File: config.mk
export PLATFORM = sky130hd
export DESIGN_NAME = civil_date_to_epoch_seconds_unit_flat
export DESIGN_NICKNAME = d
export VERILOG_FILES = /design/src/sv/cdes_pkg.sv /design/src/sv/cdes_if.sv /design/src/sv/cdes_date_front.sv /design/src/sv/cdes_time_back.sv /design/src/sv/civil_date_to_epoch_seconds_unit.sv /design/src/flat_wrapper.sv
export VERILOG_INCLUDE_DIRS = /design/src /design/src/sv
export SDC_FILE = /design/constraint.sdc
export NUM_CORES = 2
export LEC_CHECK = 0
export BUFFER_PORTS_ARGS = -buffer_cell sky130_fd_sc_hd__buf_4
export CORE_MARGIN = 2
export CORE_UTILIZATION = 35
export DETAILED_ROUTE_END_ITERATION = 10
export PLACE_DENSITY = 0.56
export SLEW_MARGIN = 40
export SYNTH_ARGS = -nofsm -noshare
export SYNTH_HDL_FRONTEND = slang
export SYNTH_HIERARCHICAL = 1
export SYNTH_SLANG_ARGS = --single-unit
File: constraint.sdc
create_clock -name clk -period 15.32 [get_ports clk]
set_clock_uncertainty 0.2 [all_clocks]
set_input_delay 1.532 -clock clk [delete_from_list [all_inputs] [get_ports clk]]
set_output_delay 1.532 -clock clk [all_outputs]
set_load 0.005 [all_outputs]
File: src/sv/civil_date_to_epoch_seconds_unit_defines.svh
// Assertion macros shared by the conversion pipeline.
// Each macro expects clk and rst_n in the scope where it is used.
`ifndef CIVIL_DATE_TO_EPOCH_SECONDS_UNIT_DEFINES_SVH
`define CIVIL_DATE_TO_EPOCH_SECONDS_UNIT_DEFINES_SVH

`ifndef SYNTH

// Check that the consequent holds in the same cycle as the antecedent
`define CDES_ASSERT_IMP(lbl, ante, cons) \
  lbl: assert property (@(posedge clk) disable iff (!rst_n) (ante) |-> (cons)) \
    else $error("cdes assertion failed");

// Check that the consequent holds in the cycle after the antecedent
`define CDES_ASSERT_NEXT(lbl, ante, cons) \
  lbl: assert property (@(posedge clk) disable iff (!rst_n) (ante) |=> (cons)) \
    else $error("cdes assertion failed");

`else

`define CDES_ASSERT_IMP(lbl, ante, cons)
`define CDES_ASSERT_NEXT(lbl, ante, cons)

`endif

`endif

File: src/sv/cdes_pkg.sv
`default_nettype none

package cdes_pkg;

  // Field widths
  localparam int YEAR_W   = 14;
  localparam int MONTH_W  = 4;
  localparam int DAY_W    = 5;
  localparam int HOUR_W   = 5;
  localparam int MIN_W    = 6;
  localparam int SEC_W    = 6;
  localparam int ZONE_W   = 17;
  localparam int EPOCH_W  = 39;
  localparam int DOY_W    = 9;
  localparam int WD_W     = 3;

  // Internal widths
  localparam int YDAYS_W  = 22;  // days from year 0 to Jan 1 of a valid year
  localparam int TOD_W    = 17;  // seconds in the day
  localparam int DAYS_W   = 24;  // signed day number relative to the epoch
  localparam int TADJ_W   = 19;  // signed time of day minus zone offset
  localparam int WDX_W    = 23;  // biased day number for the weekday
  localparam int Q7_W     = 21;  // quotient of the biased day number by seven

  // Calendar limits and named months
  localparam logic [YEAR_W-1:0]  MAX_YEAR   = 14'd9999;
  localparam logic [MONTH_W-1:0] MONTH_JAN  = 4'd1;
  localparam logic [MONTH_W-1:0] MONTH_FEB  = 4'd2;
  localparam logic [MONTH_W-1:0] MONTH_DEC  = 4'd12;
  localparam logic [HOUR_W-1:0]  HOURS_IN_DAY  = 5'd24;
  localparam logic [MIN_W-1:0]   MINS_PER_HOUR = 6'd60;
  localparam logic [SEC_W-1:0]   SECS_PER_MIN  = 6'd60;

  // Constant-divisor reciprocals: floor(x/100) = (x*5243) >> 19 for x < 43690
  localparam logic [12:0] DIV100_MUL   = 13'd5243;
  localparam int          DIV100_SHIFT = 19;
  // floor(x/7) = (x*38347923) >> 28 for x < 7.6 million
  localparam logic [25:0] DIV7_MUL     = 26'd38347923;
  localparam int          DIV7_SHIFT   = 28;

  localparam logic [8:0]  DAYS_PER_YEAR = 9'd365;
  localparam logic [11:0] SECS_PER_HOUR = 12'd3600;
  localparam logic [16:0] SECS_PER_DAY  = 17'd86400;

  // Days from 0000-01-01 to 1970-01-01, plus one for the 1-based day of year
  localparam logic [DAYS_W-1:0] EPOCH_DAY_BIAS = 24'd719529;
  // 4 (Thursday) plus 7*200000 less the same bias keeps the weekday operand positive
  localparam logic [WDX_W-1:0]  WD_DAY_BIAS    = 23'd680475;

  // One input request
  typedef struct packed {
    logic [YEAR_W-1:0]        year_value;
    logic [MONTH_W-1:0]       month_value;
    logic [DAY_W-1:0]         day_value;
    logic [HOUR_W-1:0]        hour_value;
    logic [MIN_W-1:0]         minute_value;
    logic [SEC_W-1:0]         second_value;
    logic signed [ZONE_W-1:0] zone_offset;
  } cdes_item_t;

  // Date stage result handed to the time stage
  typedef struct packed {
    logic                     ok;
    logic [DOY_W-1:0]         doy;
    logic [YDAYS_W-1:0]       ydays;
    logic [TOD_W-1:0]         tod;
    logic signed [ZONE_W-1:0] zone;
  } cdes_date_t;

  // One result request
  typedef struct packed {
    logic signed [EPOCH_W-1:0] epoch_seconds;
    logic [DOY_W-1:0]          day_of_year;
    logic [WD_W-1:0]           weekday;
    logic                      date_valid;
  } cdes_result_t;

  // Days before the first of the month, common year
  function automatic logic [DOY_W-1:0] month_start_f(input logic [MONTH_W-1:0] m);
    logic [DOY_W-1:0] r;
    case (m)
      4'd1:    r = 9'd0;
      4'd2:    r = 9'd31;
      4'd3:    r = 9'd59;
      4'd4:    r = 9'd90;
      4'd5:    r = 9'd120;
      4'd6:    r = 9'd151;
      4'd7:    r = 9'd181;
      4'd8:    r = 9'd212;
      4'd9:    r = 9'd243;
      4'd10:   r = 9'd273;
      4'd11:   r = 9'd304;
      4'd12:   r = 9'd334;
      default: r = 9'd0;
    endcase
    return r;
  endfunction

  // Month length, common year
  function automatic logic [DAY_W-1:0] month_len_f(input logic [MONTH_W-1:0] m);
    logic [DAY_W-1:0] r;
    case (m)
      4'd1:    r = 5'd31;
      4'd2:    r = 5'd28;
      4'd3:    r = 5'd31;
      4'd4:    r = 5'd30;
      4'd5:    r = 5'd31;
      4'd6:    r = 5'd30;
      4'd7:    r = 5'd31;
      4'd8:    r = 5'd31;
      4'd9:    r = 5'd30;
      4'd10:   r = 5'd31;
      4'd11:   r = 5'd30;
      4'd12:   r = 5'd31;
      default: r = 5'd0;
    endcase
    return r;
  endfunction

endpackage

`default_nettype wire

File: src/sv/cdes_if.sv
`default_nettype none

// Input request channel
interface cdes_req_if import cdes_pkg::*; ();
  logic                     valid;
  logic                     ready;
  logic [YEAR_W-1:0]        year_value;
  logic [MONTH_W-1:0]       month_value;
  logic [DAY_W-1:0]         day_value;
  logic [HOUR_W-1:0]        hour_value;
  logic [MIN_W-1:0]         minute_value;
  logic [SEC_W-1:0]         second_value;
  logic signed [ZONE_W-1:0] zone_offset;

  modport source (
    output valid, year_value, month_value, day_value, hour_value,
           minute_value, second_value, zone_offset,
    input  ready
  );
  modport sink (
    input  valid, year_value, month_value, day_value, hour_value,
           minute_value, second_value, zone_offset,
    output ready
  );
endinterface

// Result request channel
interface cdes_rsp_if import cdes_pkg::*; ();
  logic                      valid;
  logic                      ready;
  logic signed [EPOCH_W-1:0] epoch_seconds;
  logic [DOY_W-1:0]          day_of_year;
  logic [WD_W-1:0]           weekday;
  logic                      date_valid;

  modport source (
    output valid, epoch_seconds, day_of_year, weekday, date_valid,
    input  ready
  );
  modport sink (
    input  valid, epoch_seconds, day_of_year, weekday, date_valid,
    output ready
  );
endinterface

`default_nettype wire

File: src/sv/cdes_date_front.sv
`default_nettype none
`include "civil_date_to_epoch_seconds_unit_defines.svh"

// Two stages: field checks and year quotients, then leap rule, month length,
// day of year, days before the year and time of day.
module cdes_date_front import cdes_pkg::*; (
  input  wire logic       clk,
  input  wire logic       rst_n,
  input  wire logic       in_valid,
  output logic            in_ready,
  input  wire cdes_item_t in_item,
  output logic            out_valid,
  input  wire logic       out_ready,
  output cdes_date_t      out_data
);

  // Stage enables
  logic ready1;
  logic ready2;

  // Stage 1 registers
  logic                     v1_r;
  logic [YEAR_W-1:0]        year_r;
  logic [MONTH_W-1:0]       month_r;
  logic [DAY_W-1:0]         day_r;
  logic [HOUR_W-1:0]        hour_r;
  logic [MIN_W-1:0]         minute_r;
  logic [SEC_W-1:0]         second_r;
  logic signed [ZONE_W-1:0] zone_r;
  logic                     range_ok_r;
  logic [7:0]               q100_r;
  logic [7:0]               qa_r;
  logic [5:0]               qb_r;

  logic                     range_ok_nxt;
  logic [7:0]               q100_nxt;
  logic [7:0]               qa_nxt;
  logic [5:0]               qb_nxt;
  logic [YEAR_W:0]          year_p99;
  logic [YEAR_W:0]          year_p399;
  logic [26:0]              prod100;
  logic [27:0]              prod99;
  logic [25:0]              prod399;

  // Stage 2 registers
  logic                     v2_r;
  cdes_date_t               s2_r;
  cdes_date_t               s2_nxt;

  logic [YEAR_W:0]          hund;
  logic [YEAR_W:0]          year_p3;
  logic                     y_div100;
  logic                     leap;
  logic [DAY_W-1:0]         mlen;
  logic                     day_ok;
  logic [12:0]              leap_cnt;
  logic [YDAYS_W:0]         ydays_full;

  assign ready2   = !v2_r || out_ready;
  assign ready1   = !v1_r || ready2;
  assign in_ready = ready1;

  // Range checks that need no leap rule, and quotients by 100 and 400
  always_comb begin
    range_ok_nxt = (in_item.year_value <= MAX_YEAR)
                && (in_item.hour_value < HOURS_IN_DAY)
                && (in_item.minute_value < MINS_PER_HOUR)
                && (in_item.second_value < SECS_PER_MIN)
                && (in_item.month_value >= MONTH_JAN)
                && (in_item.month_value <= MONTH_DEC);
    year_p99  = {1'b0, in_item.year_value} + 15'd99;
    year_p399 = {1'b0, in_item.year_value} + 15'd399;
    prod100   = 27'(in_item.year_value) * 27'(DIV100_MUL);
    prod99    = 28'(year_p99) * 28'(DIV100_MUL);
    prod399   = 26'(year_p399[YEAR_W:2]) * 26'(DIV100_MUL);
    q100_nxt  = prod100[DIV100_SHIFT+7:DIV100_SHIFT];
    qa_nxt    = prod99[DIV100_SHIFT+7:DIV100_SHIFT];
    qb_nxt    = prod399[DIV100_SHIFT+5:DIV100_SHIFT];
  end

  // Advance stage 1
  always_ff @(posedge clk) begin
    if (!rst_n) begin
      v1_r <= 1'b0;
    end else if (ready1) begin
      v1_r <= in_valid;
    end
  end

  always_ff @(posedge clk) begin
    if (ready1) begin
      year_r     <= in_item.year_value;
      month_r    <= in_item.month_value;
      day_r      <= in_item.day_value;
      hour_r     <= in_item.hour_value;
      minute_r   <= in_item.minute_value;
      second_r   <= in_item.second_value;
      zone_r     <= in_item.zone_offset;
      range_ok_r <= range_ok_nxt;
      q100_r     <= q100_nxt;
      qa_r       <= qa_nxt;
      qb_r       <= qb_nxt;
    end
  end

  // Leap rule, day check, day of year, days before the year, time of day
  always_comb begin
    hund     = 15'(q100_r) * 15'd100;
    y_div100 = (hund == {1'b0, year_r});
    leap     = (year_r[1:0] == 2'b00) && (!y_div100 || (q100_r[1:0] == 2'b00));
    mlen     = month_len_f(month_r) + 5'(leap && (month_r == MONTH_FEB));
    day_ok   = (day_r != '0) && (day_r <= mlen);
    year_p3  = {1'b0, year_r} + 15'd3;
    // leap years in [0, year): year/4 - year/100 + year/400, rounded up
    leap_cnt   = 13'(year_p3[YEAR_W:2]) - 13'(qa_r) + 13'(qb_r);
    ydays_full = 23'(year_r) * 23'(DAYS_PER_YEAR) + 23'(leap_cnt);

    s2_nxt.ok    = range_ok_r && day_ok;
    s2_nxt.doy   = month_start_f(month_r) + 9'(day_r)
                 + 9'(leap && (month_r > MONTH_FEB));
    s2_nxt.ydays = ydays_full[YDAYS_W-1:0];
    s2_nxt.tod   = 17'(hour_r) * 17'(SECS_PER_HOUR)
                 + 17'(minute_r) * 17'(SECS_PER_MIN)
                 + 17'(second_r);
    s2_nxt.zone  = zone_r;
  end

  // Advance stage 2
  always_ff @(posedge clk) begin
    if (!rst_n) begin
      v2_r <= 1'b0;
    end else if (ready2) begin
      v2_r <= v1_r;
    end
  end

  always_ff @(posedge clk) begin
    if (ready2) begin
      s2_r <= s2_nxt;
    end
  end

  assign out_valid = v2_r;
  assign out_data  = s2_r;

  `CDES_ASSERT_IMP(a_front_doy_range, v2_r && s2_r.ok, (s2_r.doy >= 9'd1) && (s2_r.doy <= 9'd366))
  `CDES_ASSERT_NEXT(a_front_stall_hold, v2_r && !out_ready, v2_r)
  `CDES_ASSERT_NEXT(a_front_advance, v1_r && ready2, v2_r)

endmodule

`default_nettype wire

File: src/sv/cdes_time_back.sv
`default_nettype none
`include "civil_date_to_epoch_seconds_unit_defines.svh"

// Three stages: epoch day number, day and weekday products, final sums.
module cdes_time_back import cdes_pkg::*; (
  input  wire logic       clk,
  input  wire logic       rst_n,
  input  wire logic       in_valid,
  output logic            in_ready,
  input  wire cdes_date_t in_data,
  output logic            out_valid,
  input  wire logic       out_ready,
  output cdes_result_t    out_data
);

  logic ready3;
  logic ready4;
  logic ready5;

  // Stage 3
  logic                     v3_r;
  logic                     ok3_r;
  logic [DOY_W-1:0]         doy3_r;
  logic signed [DAYS_W-1:0] days_r;
  logic [WDX_W-1:0]         wdx3_r;
  logic signed [TADJ_W-1:0] tadj3_r;
  logic signed [DAYS_W-1:0] days_nxt;
  logic [WDX_W-1:0]         wdx_nxt;
  logic signed [TADJ_W-1:0] tadj_nxt;

  // Stage 4
  logic                      v4_r;
  logic                      ok4_r;
  logic [DOY_W-1:0]          doy4_r;
  logic [WDX_W-1:0]          wdx4_r;
  logic signed [TADJ_W-1:0]  tadj4_r;
  logic signed [EPOCH_W-1:0] dsec_r;
  logic [Q7_W-1:0]           q7_r;
  logic signed [EPOCH_W-1:0] dsec_nxt;
  logic [48:0]               prod7;
  logic [Q7_W-1:0]           q7_nxt;

  // Stage 5
  logic                      v5_r;
  cdes_result_t              res_r;
  cdes_result_t              res_nxt;
  logic signed [EPOCH_W-1:0] secs;
  logic [WDX_W-1:0]          wd_full;

  assign ready5   = !v5_r || out_ready;
  assign ready4   = !v4_r || ready5;
  assign ready3   = !v3_r || ready4;
  assign in_ready = ready3;

  // Day number relative to the epoch, biased weekday operand, shifted time
  always_comb begin
    days_nxt = $signed({2'b00, in_data.ydays}) + $signed({15'd0, in_data.doy})
             - $signed(EPOCH_DAY_BIAS);
    wdx_nxt  = 23'(in_data.ydays) + 23'(in_data.doy) + WD_DAY_BIAS;
    tadj_nxt = $signed({2'b00, in_data.tod})
             - $signed({{(TADJ_W-ZONE_W){in_data.zone[ZONE_W-1]}}, in_data.zone});
  end

  always_ff @(posedge clk) begin
    if (!rst_n) begin
      v3_r <= 1'b0;
    end else if (ready3) begin
      v3_r <= in_valid;
    end
  end

  always_ff @(posedge clk) begin
    if (ready3) begin
      ok3_r   <= in_data.ok;
      doy3_r  <= in_data.doy;
      days_r  <= days_nxt;
      wdx3_r  <= wdx_nxt;
      tadj3_r <= tadj_nxt;
    end
  end

  // Seconds of whole days, and the quotient by seven for the weekday
  always_comb begin
    dsec_nxt = $signed({{(EPOCH_W-DAYS_W){days_r[DAYS_W-1]}}, days_r})
             * $signed(39'(SECS_PER_DAY));
    prod7    = 49'(wdx3_r) * 49'(DIV7_MUL);
    q7_nxt   = prod7[DIV7_SHIFT+Q7_W-1:DIV7_SHIFT];
  end

  always_ff @(posedge clk) begin
    if (!rst_n) begin
      v4_r <= 1'b0;
    end else if (ready4) begin
      v4_r <= v3_r;
    end
  end

  always_ff @(posedge clk) begin
    if (ready4) begin
      ok4_r   <= ok3_r;
      doy4_r  <= doy3_r;
      wdx4_r  <= wdx3_r;
      tadj4_r <= tadj3_r;
      dsec_r  <= dsec_nxt;
      q7_r    <= q7_nxt;
    end
  end

  // Final sum and remainder; drop everything to zero on an invalid date
  always_comb begin
    secs    = dsec_r + $signed({{(EPOCH_W-TADJ_W){tadj4_r[TADJ_W-1]}}, tadj4_r});
    wd_full = wdx4_r - 23'(q7_r) * 23'd7;
    if (ok4_r) begin
      res_nxt.epoch_seconds = secs;
      res_nxt.day_of_year   = doy4_r;
      res_nxt.weekday       = wd_full[WD_W-1:0];
      res_nxt.date_valid    = 1'b1;
    end else begin
      res_nxt = '0;
    end
  end

  always_ff @(posedge clk) begin
    if (!rst_n) begin
      v5_r <= 1'b0;
    end else if (ready5) begin
      v5_r <= v4_r;
    end
  end

  always_ff @(posedge clk) begin
    if (ready5) begin
      res_r <= res_nxt;
    end
  end

  assign out_valid = v5_r;
  assign out_data  = res_r;

  `CDES_ASSERT_IMP(a_back_invalid_zero, v5_r && !res_r.date_valid, (res_r.epoch_seconds == '0) && (res_r.day_of_year == '0) && (res_r.weekday == '0))
  `CDES_ASSERT_IMP(a_back_weekday_range, v5_r && res_r.date_valid, res_r.weekday <= 3'd6)
  `CDES_ASSERT_NEXT(a_back_advance, v3_r && ready4, v4_r)

endmodule

`default_nettype wire

File: src/sv/civil_date_to_epoch_seconds_unit.sv
// Civil date and time to Unix epoch seconds.
// in_ch carries one request per date: year, month, day, hour, minute,
// second and a zone offset in seconds that is subtracted from local time.
// out_ch returns one result per request, in order: epoch seconds (39-bit
// two's complement), 1-based day of year, local weekday (0 is Sunday) and
// date_valid. A date with any field out of range returns all zeros.
// Both channels transfer when valid and ready are high at a rising edge.
// Five register stages: field checks, date fields, epoch day number, day and
// weekday products, final sums; each request passes them in that order.
// Throughput is one request per cycle while out_ch.ready is high; each
// stage holds one request and takes a new one whenever it is empty or
// the stage after it advances. When the receiver holds ready low the
// result stays put and the stages behind it keep filling until the
// pipeline is full, then in_ch.ready drops; nothing is lost or repeated.
// Synchronous active-low reset clears all valid bits; the block can take a
// request as soon as reset is released.
`default_nettype none

module civil_date_to_epoch_seconds_unit import cdes_pkg::*; (
  input  wire logic  clk,
  input  wire logic  rst_n,
  cdes_req_if.sink   in_ch,
  cdes_rsp_if.source out_ch
);

  cdes_item_t   in_item;
  logic         mid_valid;
  logic         mid_ready;
  cdes_date_t   mid_data;
  cdes_result_t res;

  // Gather the request fields
  always_comb begin
    in_item.year_value   = in_ch.year_value;
    in_item.month_value  = in_ch.month_value;
    in_item.day_value    = in_ch.day_value;
    in_item.hour_value   = in_ch.hour_value;
    in_item.minute_value = in_ch.minute_value;
    in_item.second_value = in_ch.second_value;
    in_item.zone_offset  = in_ch.zone_offset;
  end

  cdes_date_front u_front (
    .clk       (clk),
    .rst_n     (rst_n),
    .in_valid  (in_ch.valid),
    .in_ready  (in_ch.ready),
    .in_item   (in_item),
    .out_valid (mid_valid),
    .out_ready (mid_ready),
    .out_data  (mid_data)
  );

  cdes_time_back u_back (
    .clk       (clk),
    .rst_n     (rst_n),
    .in_valid  (mid_valid),
    .in_ready  (mid_ready),
    .in_data   (mid_data),
    .out_valid (out_ch.valid),
    .out_ready (out_ch.ready),
    .out_data  (res)
  );

  // Spread the result onto the channel
  assign out_ch.epoch_seconds = res.epoch_seconds;
  assign out_ch.day_of_year   = res.day_of_year;
  assign out_ch.weekday       = res.weekday;
  assign out_ch.date_valid    = res.date_valid;

endmodule

`default_nettype wire
File: src/flat_wrapper.sv
// flat-port wrapper written by rule: the top's interface ports become plain ports
module civil_date_to_epoch_seconds_unit_flat import cdes_pkg::*;
  (clk, rst_n, in_ch_valid, in_ch_year_value, in_ch_month_value, in_ch_day_value, in_ch_hour_value, in_ch_minute_value, in_ch_second_value, in_ch_zone_offset, in_ch_ready, out_ch_valid, out_ch_epoch_seconds, out_ch_day_of_year, out_ch_weekday, out_ch_date_valid, out_ch_ready);
  cdes_req_if in_ch_i ();
  cdes_rsp_if out_ch_i ();
  input  wire logic clk;
  input  wire logic rst_n;
  input wire logic [$bits(in_ch_i.valid)-1:0] in_ch_valid;
  input wire logic [$bits(in_ch_i.year_value)-1:0] in_ch_year_value;
  input wire logic [$bits(in_ch_i.month_value)-1:0] in_ch_month_value;
  input wire logic [$bits(in_ch_i.day_value)-1:0] in_ch_day_value;
  input wire logic [$bits(in_ch_i.hour_value)-1:0] in_ch_hour_value;
  input wire logic [$bits(in_ch_i.minute_value)-1:0] in_ch_minute_value;
  input wire logic [$bits(in_ch_i.second_value)-1:0] in_ch_second_value;
  input wire logic [$bits(in_ch_i.zone_offset)-1:0] in_ch_zone_offset;
  output wire logic [$bits(in_ch_i.ready)-1:0] in_ch_ready;
  output wire logic [$bits(out_ch_i.valid)-1:0] out_ch_valid;
  output wire logic [$bits(out_ch_i.epoch_seconds)-1:0] out_ch_epoch_seconds;
  output wire logic [$bits(out_ch_i.day_of_year)-1:0] out_ch_day_of_year;
  output wire logic [$bits(out_ch_i.weekday)-1:0] out_ch_weekday;
  output wire logic [$bits(out_ch_i.date_valid)-1:0] out_ch_date_valid;
  input wire logic [$bits(out_ch_i.ready)-1:0] out_ch_ready;
  assign in_ch_i.valid = in_ch_valid;
  assign in_ch_i.year_value = in_ch_year_value;
  assign in_ch_i.month_value = in_ch_month_value;
  assign in_ch_i.day_value = in_ch_day_value;
  assign in_ch_i.hour_value = in_ch_hour_value;
  assign in_ch_i.minute_value = in_ch_minute_value;
  assign in_ch_i.second_value = in_ch_second_value;
  assign in_ch_i.zone_offset = in_ch_zone_offset;
  assign in_ch_ready = in_ch_i.ready;
  assign out_ch_valid = out_ch_i.valid;
  assign out_ch_epoch_seconds = out_ch_i.epoch_seconds;
  assign out_ch_day_of_year = out_ch_i.day_of_year;
  assign out_ch_weekday = out_ch_i.weekday;
  assign out_ch_date_valid = out_ch_i.date_valid;
  assign out_ch_i.ready = out_ch_ready;
  civil_date_to_epoch_seconds_unit u_core (.clk(clk), .rst_n(rst_n), .in_ch(in_ch_i), .out_ch(out_ch_i));
endmodule
==> results by group <==
Logic synthesis
  – Seq cells post-synth: 355
  – Cell Area, Synth: 41640 µm²
  – Count of different cell masters after synthesis: 93
  – Share of the synthesized area in the top cell type: 0.2509
  – Syn Area/Cell: 10.61 µm²
  – Syn nets: 5243
  – EDFF count, synth: 338
  – Register area share after synthesis: 0.2519
  – FFs w/ async S/R, synth: 0
  – Ranking of synthesized cells by area: ha_1, edfxtp_1, fa_1
  – Post-Synthesis Cells: a little under 4000
  – Ys Warns: 6
  – Dominant cell type by area after synthesis: ha_1
  – Top_reg_cell synth: edfxtp_1

CTS
  – Clock Path Buffers: 3
  – Worst-Skew Late Latency: ~0.59 ns
  – H-tree depth: 2
  – CTS sink cnt: approximately 360
  – Num CTS Buffers: 45
  – Root Driver: clkbuf_16
  – Cts repair resizes: 0
  – CTS Hold Bufs: 0
  – Worst-path clk slew: ~0.060 ns
  – Postcts setup bufs: 0
  – TritonCTS clock tree: done

Die
  – Initial core utilization: 0.3527
  – Core Box Area: ~120000 µm²
  – Die Y: roughly 350 µm
  – I/O Pins: 115
  – Die area: around 120000 µm²
  – Die Width: ~350 µm
  – Row Count: 126

Drt
  – Vias: 26330
  – Antenna-violating nets left: 0
  – Initial DRC count: around 910
  – Drt total wl: 83.84 mm
  – Post-DR vias/cell: 4.663
  – First-pass iteration count of the detailed router: 5
  – Wirelength per Cell: 14.85 µm
  – # DRC: 0

Global routing
  – Global router's overall resource usage: 0.1431
  – Number of global-route vias before repair: 27710
  – Initial antenna violation count: 2
  – Grt ovf: 0
  – First-pass GRT wire length: 141.2 mm
  – Pin count of the biggest net entering global routing: 67

STA
  – F_max: 121.2 MHz
  – Worst Hold Slack: 0.2119 ns
  – Min cycle time layout: 8.249 ns
  – Slew margin rel.: 0.4618
  – Final worst setup slack: 7.071 ns
  – Period utilization: 0.5385
  – Fin. max-slew vios: 0
  – Setup TNS: 0 ns
  – Hold Vio Cnt, Final: 0
  – Worst Tran Pin Value: 0.7988 ns
  – Unrepaired setup endpoints after global routing: no
  – Setup violators final: 0

Placed design
  – Dpl hpwl: 71.95 mm
  – Dpl ws: around 6.5 ns
  – RePlAce Congestion: 0.8422
  – PortBufs: between 100 and 150

Critical path
  – Startpoint Class: primary input
  – Critical path required time: 15.45 ns
  – Crit path capture type: flip-flop
  – Crit Path Max Fanout: 10
  – Worst setup path category: primary input to flip-flop
  – Crit path DAT: 8.38 ns

Hold path
  – Worst min-delay path class: flip-flop to flip-flop

Cells and area
  – Syn-to-layout area delta: 10.38%
  – Commonest cells after routing, fill and taps aside: inv_1, ha_1, fa_1, edfxtp_1, xnor2_1
  – Layout cells sized above 1: 0.05887
  – Final Net Count: ~5400
  – ANT cells: 0
  – Most common cell after layout, fill and taps aside: inv_1

Run status
  – Status: completed

Run
  – Maxcap violations: 0
[state kept, by name, summed over array words and instances (netlist names), 14 cells and up, named ones only]
| name | count |
|---|---|
| u_core/u_back/out_data | 52 |
| u_core/u_front/out_data | 66 |
| u_core/u_back/dsec_r | 31 |
| u_core/u_front/zone_r | 17 |
| u_core/u_front/year_r | 14 |
| u_core/u_back/tadj3_r | 19 |
| u_core/u_back/days_r | 24 |
| u_core/u_back/wdx3_r | 21 |
| u_core/u_back/tadj4_r | 19 |
[kinds of logic after synthesis]
logic type               share of synthesized area
adder cells (fa/ha/maj)                     0.4533
buffers and inverters                      0.08896
AND/OR/NAND/NOR                            0.06712
AO/OA/AOI/OAI                              0.08644
flip-flops                                  0.2519
XOR/XNOR                                   0.04963
multiplexers                              0.002674
[layer usage]
metal | up-vias | wire (µm) | global-route usage
li1 | 13340 | - | -
met1 | 12640 | 38060 | 0.1812
met2 | 257 | 41480 | 0.2574
met3 | 89 | 2272 | 0.01682
met4 | 2 | 2012 | 0.03642
met5 | - | 11 | 0
[critical path, stage by stage]
cell and delay [ns]:
buf_4 0.16, inv_1 0.15, ha_1 0.32, o21ai_0 0.68
nand3_1 0.16, nand2_1 0.15, a21oi_1 0.12, xnor2_1 0.60
inv_1 0.23, ha_1 0.39, fa_1 0.53, inv_1 0.06
fa_1 0.51, inv_1 0.05, ha_1 0.26, inv_1 0.05
fa_1 0.52, inv_1 0.04, ha_1 0.29, o211a_1 0.13
a221oi_1 0.43, o211ai_1 0.23, a41oi_1 0.34, o31ai_1 0.14
a21oi_1 0.19, xnor2_1 0.08
[metrics by stage]
step           cells  area, µm²  utilization
5_1_grt         5647      45970       0.3893
3_5_place_dp    5567      44470       0.3766
2_1_floorplan   3926      41640            -
4_1_cts         5647      45930       0.3889
3_3_place_gp    5567      44440       0.3764
6_report        5647      45970       0.3893
[cells in the mapped netlist (6+ instances only)]
| cell type | count |
|---|---|
| dfxtp_1 | 17 |
| o211ai_1 | 13 |
| nor2_1 | 118 |
| a31oi_1 | 7 |
| nand2b_1 | 23 |
| o21bai_1 | 29 |
| or2_2 | 10 |
| nand3b_1 | 6 |
| mux2i_1 | 10 |
| xor2_1 | 64 |
| o21a_1 | 24 |
| nand4_1 | 25 |
| a21o_1 | 65 |
| a211oi_1 | 26 |
| and2_1 | 27 |
| or3_1 | 17 |
| a21oi_1 | 161 |
| o21ai_1 | 32 |
| ha_1 | 835 |
| fa_1 | 421 |
| a311oi_1 | 8 |
| xnor2_1 | 172 |
| nor3_1 | 53 |
| inv_1 | 966 |
| o21ai_0 | 71 |
| nand2_1 | 117 |
| nand3_1 | 53 |
| nor3b_1 | 7 |
| edfxtp_1 | 338 |
| nor2b_1 | 35 |
| and4_1 | 6 |
| and3_1 | 13 |
| nor4_1 | 10 |
| o31ai_1 | 12 |
| clkbuf_1 | 14 |
[path summary, 6_finish.rpt]
check                                                             end  depth (start not counted)  slack (ns)                                 from
worst max register to register  u_core/u_front/out_data[54]$_DFFE_PP_                         21        8.96   u_core/u_front/year_r[2]$_DFFE_PP_
worst max-delay path                 u_core/u_front/qb_r[5]$_DFFE_PP_                         26        7.07                  in_ch_year_value[0]
worst min-delay path              u_core/u_back/tadj4_r[14]$_DFFE_PP_                          0        0.21  u_core/u_back/tadj3_r[14]$_DFFE_PP_
worst min register to register    u_core/u_back/tadj4_r[14]$_DFFE_PP_                          0        0.21  u_core/u_back/tadj3_r[14]$_DFFE_PP_
[cell type report]
class	count	area, µm²
clock inverters	27	260.3
multi-input cells	2585	27540
repair buffers	122	919.6
fillers	11530	72110
inverters	969	3640
well taps	1536	1922
clock buffers	53	1199
flip-flops and latches	355	10490
Power is not shown: default switching activity piles up to over one toggle a cycle in this logic, so the estimate is an artifact.
